--- config.mk ---
export PLATFORM = sky130hd
export DESIGN_NAME = poly_voice_allocator
export DESIGN_NICKNAME = d
export VERILOG_FILES = /design/src/design/pva_pkg.sv /design/src/design/poly_voice_allocator.sv /design/src/design/pva_cell.sv
export SDC_FILE = /design/constraint.sdc
export NUM_CORES = 2
export LEC_CHECK = 0
export ABC_AREA = 1
export BUFFER_PORTS_ARGS = -buffer_cell sky130_fd_sc_hd__buf_2
export CAP_MARGIN = 20
export CORE_MARGIN = 8
export CORE_UTILIZATION = 55
export CTS_CLUSTER_DIAMETER = 150
export DETAILED_ROUTE_END_ITERATION = 10
export GPL_ROUTABILITY_DRIVEN = 1
export GPL_TIMING_DRIVEN = 0
export PLACE_DENSITY = 0.78
export SLEW_MARGIN = 25
export SYNTH_ARGS = -nofsm -noshare
export SYNTH_HDL_FRONTEND = slang
export SYNTH_HIERARCHICAL = 1
export SYNTH_SLANG_ARGS = --single-unit
export TNS_END_PERCENT = 5
--- constraint.sdc ---
create_clock -name i_clk -period 2.6 [get_ports i_clk]
set_input_delay 0.52 -clock i_clk [delete_from_list [all_inputs] [get_ports i_clk]]
set_output_delay 0.52 -clock i_clk [all_outputs]
set_load 0.05 [all_outputs]
--- src/design/pva_pkg.sv ---
// Package for the polyphonic voice allocator.
// Holds the payload structs, the scan record carried along the channel cells, and codes.
// No dependencies.
package pva_pkg;

    localparam int KEY_W        = 5;
    localparam int NOTE_W       = 5;
    localparam int TIME_W       = 32;
    localparam int CHAN_IDX_W   = 5;
    localparam int COUNT_W      = 6;
    localparam int ACT_W        = 4;
    localparam int CHAN_OUT_W   = 3;
    localparam int NOTE_OUT_W   = 6;
    localparam int MASK_W       = 8;

    localparam int DEF_NUM_KEYS     = 32;
    localparam int DEF_MAX_CHANNELS = 8;

    localparam logic [ACT_W-1:0]      ACT_RESET   = 4'd8;
    localparam logic [NOTE_OUT_W-1:0] NOTE_OFFSET = 6'd24;

    typedef enum logic [1:0] {
        OP_NONE    = 2'd0,
        OP_PRESS   = 2'd1,
        OP_RELEASE = 2'd2
    } t_op;

    typedef enum logic [2:0] {
        OUT_NO_CHANGE = 3'd0,
        OUT_ASSIGNED  = 3'd1,
        OUT_STOLEN    = 3'd2,
        OUT_NO_CHAN   = 3'd3,
        OUT_RELEASED  = 3'd4
    } t_outcome;

    typedef struct packed {
        logic [KEY_W-1:0]  key_index;
        logic              key_down;
        logic [TIME_W-1:0] time_ms;
    } t_in;

    typedef struct packed {
        logic [2:0]            outcome;
        logic [CHAN_OUT_W-1:0] channel;
        logic [NOTE_OUT_W-1:0] note_out;
        logic [MASK_W-1:0]     gate_mask;
        logic [MASK_W-1:0]     released_mask;
    } t_out;

    typedef struct packed {
        t_op                   op;
        logic [NOTE_W-1:0]     key;
        logic [TIME_W-1:0]     stamp;
        logic [COUNT_W-1:0]    n_active;
        logic                  has_best;
        logic [CHAN_IDX_W-1:0] best_idx;
        logic [TIME_W-1:0]     best_time;
        logic                  has_back;
        logic [CHAN_IDX_W-1:0] back_idx;
        logic [NOTE_W-1:0]     back_note;
    } t_scan;

    typedef struct packed {
        logic                  en;
        logic [CHAN_IDX_W-1:0] idx;
        logic [NOTE_W-1:0]     note;
    } t_commit;

endpackage

--- src/design/poly_voice_allocator.sv ---
// Polyphonic voice allocator top level: key state, channel cell chain, result register.
// Depends on pva_pkg and pva_cell.
//
// Input channel: i_valid / o_stall carry one key report per transaction
// (key index, up or down, millisecond stamp). Output channel: o_valid /
// i_stall carry one result per report: outcome, channel, note, gate mask
// and released mask.
// A report walks a chain of MAX_CHANNELS channel cells, one cell per cycle;
// each cell updates the free and busy candidates and applies a release on
// a note match. The last cell's record is registered into r_fin; in the FIN
// state, once the output register is free, the allocator picks the channel,
// writes it and loads the result register. One report is in flight at a
// time: o_stall stays high from acceptance until its result is loaded.
// The next report is taken while a result still waits in the output register;
// a stalled result holds, and the following report then waits at the end of
// its walk until the register frees. Reset clears key state, all channel
// notes, gates and release times, and sets active_channels to 8. i_cfg_we
// writes active_channels; the user must do this only while idle, since the
// block itself does not enforce it.
module poly_voice_allocator #(
    parameter int NUM_KEYS     = pva_pkg::DEF_NUM_KEYS,
    parameter int MAX_CHANNELS = pva_pkg::DEF_MAX_CHANNELS
) (
    input  logic                    i_clk,
    input  logic                    i_rst_n,
    input  logic                    i_valid,
    output logic                    o_stall,
    input  pva_pkg::t_in            i_data,
    output logic                    o_valid,
    input  logic                    i_stall,
    output pva_pkg::t_out           o_data,
    input  logic                    i_cfg_we,
    input  logic [pva_pkg::ACT_W-1:0] i_cfg_data
);
    import pva_pkg::*;

    localparam int KW = (NUM_KEYS > 1) ? $clog2(NUM_KEYS) : 1;

    typedef enum logic [2:0] {
        S_IDLE = 3'b001,
        S_SCAN = 3'b010,
        S_FIN  = 3'b100
    } t_state;

    t_state                r_state;
    logic [ACT_W-1:0]      r_active;
    logic [NUM_KEYS-1:0]   r_key_held;
    t_scan                 r_fin;
    logic                  r_out_valid;
    t_out                  r_out;
    t_out                  n_out;

    t_scan                 start_rec;
    t_commit               commit;
    logic                  accept;
    logic                  out_free;
    logic                  in_range;
    logic [KW-1:0]         key_idx;
    logic                  held;
    logic [COUNT_W-1:0]    n_clamped;

    logic [MAX_CHANNELS:0] rec_valid;
    t_scan                 rec [MAX_CHANNELS+1];
    logic [MAX_CHANNELS-1:0] gate_vec;
    logic [MAX_CHANNELS-1:0] gate_after;
    logic [MAX_CHANNELS-1:0] rel_vec;

    assign o_stall  = (r_state != S_IDLE);
    assign accept   = i_valid && !o_stall;
    assign out_free = !r_out_valid || !i_stall;

    assign in_range  = (32'(i_data.key_index) < 32'(NUM_KEYS));
    assign key_idx   = KW'(i_data.key_index);
    assign held      = r_key_held[key_idx];
    assign n_clamped = (COUNT_W'(r_active) > COUNT_W'(MAX_CHANNELS)) ?
                       COUNT_W'(MAX_CHANNELS) : COUNT_W'(r_active);

    always_comb begin
        start_rec           = '0;
        start_rec.op        = OP_NONE;
        start_rec.key       = i_data.key_index;
        start_rec.stamp     = i_data.time_ms;
        start_rec.n_active  = n_clamped;
        if (in_range && (held != i_data.key_down)) begin
            start_rec.op = i_data.key_down ? OP_PRESS : OP_RELEASE;
        end
    end

    assign rec_valid[0] = accept;
    assign rec[0]       = start_rec;

    for (genvar g = 0; g < MAX_CHANNELS; g++) begin : g_cell
        pva_cell #(
            .CELL_IDX(g)
        ) u_cell (
            .i_clk      (i_clk),
            .i_rst_n    (i_rst_n),
            .i_start    (accept),
            .i_rec_valid(rec_valid[g]),
            .i_rec      (rec[g]),
            .i_commit   (commit),
            .o_rec_valid(rec_valid[g+1]),
            .o_rec      (rec[g+1]),
            .o_gate     (gate_vec[g]),
            .o_rel      (rel_vec[g])
        );
        assign gate_after[g] = gate_vec[g] ||
                               (commit.en && (commit.idx == CHAN_IDX_W'(g)));
    end

    always_comb begin
        commit        = '0;
        n_out         = '0;
        n_out.outcome = OUT_NO_CHANGE;
        unique case (r_fin.op)
            OP_PRESS: begin
                if (r_fin.has_best) begin
                    n_out.outcome = OUT_ASSIGNED;
                    commit.idx    = r_fin.best_idx;
                    commit.en     = 1'b1;
                end else if (r_fin.has_back) begin
                    n_out.outcome = OUT_STOLEN;
                    commit.idx    = r_fin.back_idx;
                    commit.en     = 1'b1;
                end else begin
                    n_out.outcome = OUT_NO_CHAN;
                end
            end
            OP_RELEASE: begin
                n_out.outcome = OUT_RELEASED;
            end
            default: begin
                n_out.outcome = OUT_NO_CHANGE;
            end
        endcase
        commit.note = r_fin.key;
        if (commit.en) begin
            n_out.channel  = CHAN_OUT_W'(commit.idx);
            n_out.note_out = NOTE_OUT_W'(r_fin.key) + NOTE_OFFSET;
        end
        n_out.gate_mask     = MASK_W'(gate_after);
        n_out.released_mask = MASK_W'(rel_vec);
        commit.en           = commit.en && (r_state == S_FIN) && out_free;
    end

    always_ff @(posedge i_clk) begin
        if (!i_rst_n) begin
            r_state     <= S_IDLE;
            r_active    <= ACT_RESET;
            r_key_held  <= '0;
            r_out_valid <= 1'b0;
        end else begin
            if (i_cfg_we) begin
                r_active <= i_cfg_data;
            end
            if (accept && (start_rec.op != OP_NONE)) begin
                r_key_held[key_idx] <= i_data.key_down;
            end
            if (r_out_valid && !i_stall) begin
                r_out_valid <= 1'b0;
            end
            unique case (r_state)
                S_IDLE: begin
                    if (accept) begin
                        r_state <= S_SCAN;
                    end
                end
                S_SCAN: begin
                    if (rec_valid[MAX_CHANNELS]) begin
                        r_state <= S_FIN;
                    end
                end
                S_FIN: begin
                    if (out_free) begin
                        r_out_valid <= 1'b1;
                        r_state     <= S_IDLE;
                    end
                end
                default: begin
                    r_state <= S_IDLE;
                end
            endcase
        end
    end

    always_ff @(posedge i_clk) begin
        if (rec_valid[MAX_CHANNELS]) begin
            r_fin <= rec[MAX_CHANNELS];
        end
        if ((r_state == S_FIN) && out_free) begin
            r_out <= n_out;
        end
    end

    assign o_valid = r_out_valid;
    assign o_data  = r_out;

endmodule

--- src/design/pva_cell.sv ---
// One voice channel cell: note, gate and release time of a single channel.
// Updates the scan record passing through and applies releases and assignments.
// Depends on pva_pkg.
module pva_cell #(
    parameter int CELL_IDX = 0
) (
    input  logic             i_clk,
    input  logic             i_rst_n,
    input  logic             i_start,
    input  logic             i_rec_valid,
    input  pva_pkg::t_scan   i_rec,
    input  pva_pkg::t_commit i_commit,
    output logic             o_rec_valid,
    output pva_pkg::t_scan   o_rec,
    output logic             o_gate,
    output logic             o_rel
);
    import pva_pkg::*;

    logic [NOTE_W-1:0] r_note;
    logic              r_gate;
    logic [TIME_W-1:0] r_time;
    logic              r_rel;
    logic              r_rec_valid;
    t_scan             r_rec;
    t_scan             n_rec;
    logic              active;
    logic              rel_hit;
    logic              commit_hit;

    assign active     = i_rec_valid && (COUNT_W'(CELL_IDX) < i_rec.n_active);
    assign rel_hit    = active && (i_rec.op == OP_RELEASE) && (r_note == i_rec.key);
    assign commit_hit = i_commit.en && (i_commit.idx == CHAN_IDX_W'(CELL_IDX));

    always_comb begin
        n_rec = i_rec;
        if (active && (i_rec.op == OP_PRESS)) begin
            if (!r_gate) begin
                if (!i_rec.has_best || (r_time < i_rec.best_time)) begin
                    n_rec.has_best  = 1'b1;
                    n_rec.best_idx  = CHAN_IDX_W'(CELL_IDX);
                    n_rec.best_time = r_time;
                end
            end else begin
                if (!i_rec.has_back || (r_note < i_rec.back_note)) begin
                    n_rec.has_back  = 1'b1;
                    n_rec.back_idx  = CHAN_IDX_W'(CELL_IDX);
                    n_rec.back_note = r_note;
                end
            end
        end
    end

    always_ff @(posedge i_clk) begin
        if (!i_rst_n) begin
            r_note      <= '0;
            r_gate      <= 1'b0;
            r_time      <= '0;
            r_rel       <= 1'b0;
            r_rec_valid <= 1'b0;
        end else begin
            r_rec_valid <= i_rec_valid;
            if (rel_hit) begin
                r_gate <= 1'b0;
                r_time <= i_rec.stamp;
                r_rel  <= 1'b1;
            end else if (i_start) begin
                r_rel <= 1'b0;
            end
            if (commit_hit) begin
                r_note <= i_commit.note;
                r_gate <= 1'b1;
            end
        end
    end

    always_ff @(posedge i_clk) begin
        r_rec <= n_rec;
    end

    assign o_rec_valid = r_rec_valid;
    assign o_rec       = r_rec;
    assign o_gate      = r_gate;
    assign o_rel       = r_rel;

endmodule

Word level (Yosys, flattened, before mapping)
Cells that the tools add are included.

Equality and inequality tests: 41. Reductions and logical operators: 108. Add/subtract/negate cells: 1. Mux-type cells: 83. Order comparisons: 25. Bitwise operators: 1.

Operator list (count): $mux W38 (15); $mux W49 (7); $lt A32 B32 Y1 (7); $mux W11 (15); $logic_and A1 B1 Y1 (47); $eq A5 B5 Y1 (8); $lt A5 B5 Y1 (7); $reduce_bool A2 Y1 (17); $bwmux W32 (1); $mux W1 (31); $logic_or A1 B1 Y1 (23); $eq A5 B3 Y1 const B (4); $eq A2 B1 Y1 const B (9); $eq A2 B2 Y1 const B (9); $mux W6 (3); $logic_not A1 Y1 (17); $lt A3 B4 Y1 const A (4); $eq A5 B2 Y1 const B (2); $mux W3 (3); $pmux W3 S3 (1); $lt A1 B4 Y1 const A (2); $lt A2 B4 Y1 const A (2); $add A5 B5 Y6 const B (1); $lt A5 B6 Y1 const B (1); other kinds (20) (23).

Word-level logic and storage cells: 390. Bits in registers: 1070. Bits of input ports: 47.

Logic depth before layout (Yosys ltp)
Depth after elaboration: 9. Mapped depth: 21.

By module
Netlist, hierarchy kept.

By module, submodules not included: pva_cell (g_cell[4].u_cell) (area an instance 5158.7 µm², times used 1, seq. area each 2682.6 µm², cells each 578); pva_cell (g_cell[6].u_cell) (area an instance 5138.7 µm², times used 1, seq. area each 2682.6 µm², cells each 578); pva_cell (g_cell[5].u_cell) (area an instance 5101.1 µm², times used 1, seq. area each 2682.6 µm², cells each 582); pva_cell (g_cell[3].u_cell) (area an instance 5008.6 µm², times used 1, seq. area each 2682.6 µm², cells each 573); pva_cell (g_cell[7].u_cell) (area an instance 4963.5 µm², times used 1, seq. area each 2682.6 µm², cells each 570); pva_cell (g_cell[0].u_cell) (area an instance 4961.0 µm², times used 1, seq. area each 2682.6 µm², cells each 581); pva_cell (g_cell[2].u_cell) (area an instance 4931.0 µm², times used 1, seq. area each 2682.6 µm², cells each 582); pva_cell (g_cell[1].u_cell) (area an instance 4927.2 µm², times used 1, seq. area each 2682.6 µm², cells each 578); poly_voice_allocator (area an instance 4106.4 µm², times used 1, seq. area each 2212.1 µm², cells each 518).

Worst setup path after synthesis
No wires, ideal clock.

Path kind: input port to flip-flop. Start point: in i_data[33] in the netlist's numbering. End point: reg g_cell[0].u_cell.r_time[10]. Setup slack: 0.105 ns. Stages on the path: 20. Library setup time: 0.116 ns. Path buffers: 3. Required time: 2.484 ns. Data arrival time: 2.379 ns. Cell sequence: buf_6 -> inv_2 -> buf_4 -> nand2_1 -> nand2_1 -> nand2_1 -> nand2_1 -> nand2_1 -> nand2_1 -> inv_1 -> nand2_1 -> nor2_1 -> ha_1 -> inv_1 -> nand2_1 -> nor4_2 -> nand3_2 -> clkbuf_2 -> o21ai_0 -> nor2_1.

RTL lines: start, declared (line poly_voice_allocator.sv:28) `input pva_pkg::t_in i_data,`; end signal, assigned (line pva_cell.sv:65) `r_time <= i_rec.stamp;`; end, declared (line pva_cell.sv:22) `logic [TIME_W-1:0] r_time;`.

==> out/results.ini <==
[floorplanning]
die_area_mm2=0.0858
placementRows=101
fp.dieH_um=293
die_x_um=293
io_pins=77
core_area_mm2=0.0759
start_util_pct=55.6

[run_status]
outcome=finished clean

[sta]
relSlewSlack_pct=39.4
tightestPinTransition_ns=0.909
maxSlewViolCount=0
period_share_pct=94.9
fin_skew_ns=0.0194
fin_crit_ns=2.47
fmax_mhz=405
setup_violations=0
rsz0062_at_grt=true
hold_viol=0

[drt]
post-route-drc-count=0
drtIter0Drc=1910
vias_per_cell=4.94
vias=31500
ant_nets=0
wl_per_cell_um=14.8
routed_wl_mm=94.5
drt-pass1-iter-count=6

[global_routing]
grt_pass1_vias=30700
track_usage_pct=21.4
grt_remaining_overflow=0
grt_first_pass_wirelength_mm=151
antenna_found_initial=1
grt_max_degree=29

[hold_path]
hp-class=in2reg
hp-start=i_data[33]
holdPathEnd=g_cell[0].u_cell/o_rec[87]
hold_path_depth=1

[yosys]
synth_warnings=6
avgSynthCellArea_um2=8.53
synth_cells=4947
synth_area_mm2=0.0422

[cts]
cts_max_path_buffers=3
cts_tree=built
root_buffer=clkbuf_16
clk_pin_slew_worst_paths_ns=0.06
cts_inserted_buffers=103
htree_num_levels=3
cts_num_sinks=1081
insertion_delay_ns=0.66

[place]
place.detailed.hpwl_mm=71.9
placed_area_mm2=0.0442
gp_congestion=0.912
io_buffer_count=76
placed_cells=6144

[setup_path]
critical_path_class=reg2reg
critical_path_required_ns=3.13
crit_slowest_cell=edfxtp_1
crit_chain=inv_1, ha_2, o21ai_2, nor3_4, nand4_1, or3_1, clkbuf_1, o21ai_0, a21oi_1
r2r_slack_ns=0.13
path_delay_family=simple AND/OR/NAND/NOR gates
worst-path-buf-inv=2
crit_fanout=10
rr_endpoint=g_cell[7].u_cell/r_note[0]
start_kind=register
arrival_ns=3.00
cp_num_cells=9
r2r_start=r_fin[93]
critPathMaxStageDelay_ns=0.40
reg2regPathDepth=9
worstSetupEndpointType=register

[final_layout]
final_nets=5587
drive_above_1_share_pct=12.8
final_area_mm2=0.0482
final_cell_count_no_fill=6370
areaGrowthSynthToFinish_pct=14.1

[pwr]
power_density_mw_per_mm2=740
power_w=0.0356
power.leakage_nw=22.6
ir_worst_vdd_uv=599

[job]
cap_violations=0

per-layer routing:
metal	vias to the layer above	global-route usage (%)	part of all wire, %
li1	16300	-	-
met1	14200	25.7	43
met2	744	38.1	48
met3	210	2.61	4.6
met4	0	9.67	4.1
met5	-	0	0
repair_timing:
action,in CTS,in global routing
pin swaps,2,3
cloned,0,1
endpoints found under the hold margin,32,0
endpoints found under the setup margin,79,81
buffers inserted,2,1
gates resized for setup,8,23
hold buffers,32,0
registers in the layout, indices dropped and copies added, names as in the netlist:
register / cells
commit: 5
g_cell.u_cell/o_gate: 8
g_cell.u_cell/o_rec: 674
g_cell.u_cell/o_rec_valid: 8
g_cell.u_cell/o_rel: 8
g_cell.u_cell/r_note: 40
g_cell.u_cell/r_time: 256
o_data: 28
o_valid: 1
r_active: 4
r_fin: 14
r_key_held: 32
r_state: 3
worst reg2reg max path: cells and delay by family, from the launching register on:
family,cells,cell delay [ns]
AOI/OAI and AO/OA,3,0.52
adders and majority gates,1,0.27
buffers and inverters,2,0.32
DFF,1,0.40
and+or+nand+nor,3,0.86
metrics by stage:
step | hold WS (ns) | TNS, ns | utilization [%] | setup slack, ns
finish | 0.0650 | 0 | 63.4 | 0.132
global route | 0.0459 | -1.59 | 63.4 | -0.0935
CTS | 0.0225 | 0 | 63.3 | 0.0212
detailed placement | 0.316 | -57.80 | 58.2 | -0.850
global placement | 0.313 | -62.04 | 58.2 | -0.818
floorplan | 0.310 | 0 | - | 0.105
cells in the final DEF, fill, tap and decap left out, types with 117 or more instances in the layout:
cell type / count
a21oi_1: 232
nand2_2: 188
nor2_1: 667
dfxtp_1: 1034
nand3_1: 292
ha_1: 284
buf_2: 117
o21ai_0: 283
nand2_1: 845
inv_1: 551
power by group:
part | internal (W) | total (W) | switching [W]
Combinational | 0.000909 | 0.00242 | 0.00151
Sequential | 0.0176 | 0.0182 | 0.000601
Clock | 0.00870 | 0.0150 | 0.00627
worst max path at each step:
stage / start / slack, ns / endpoint
6_report: r_fin[93] / 0.13 / g_cell[7].u_cell/r_note[0]
4_1_cts: i_data[33] / 0.02 / g_cell[0].u_cell/r_time[12]
5_1_grt: i_data[33] / -0.09 / g_cell[0].u_cell/r_time[22]
2_1_floorplan: i_data[33] / 0.11 / g_cell[0].u_cell/r_time[10]
3_3_place_gp: i_data[33] / -0.82 / g_cell[0].u_cell/o_rec[24]
3_5_place_dp: i_data[33] / -0.85 / g_cell[0].u_cell/o_rec[29]
cell type report:
class,count,area [um2]
multi-input combinational,3191,17000
inverter,584,2190
fill,6126,27800
buffer,182,1280
clock buffer,131,2850
tap,1030,1290
antenna,2,5.00
timing repair buffer,112,751
clock inverter,57,627
sequential,1081,22100
Power figures use the tool's default switching activity.
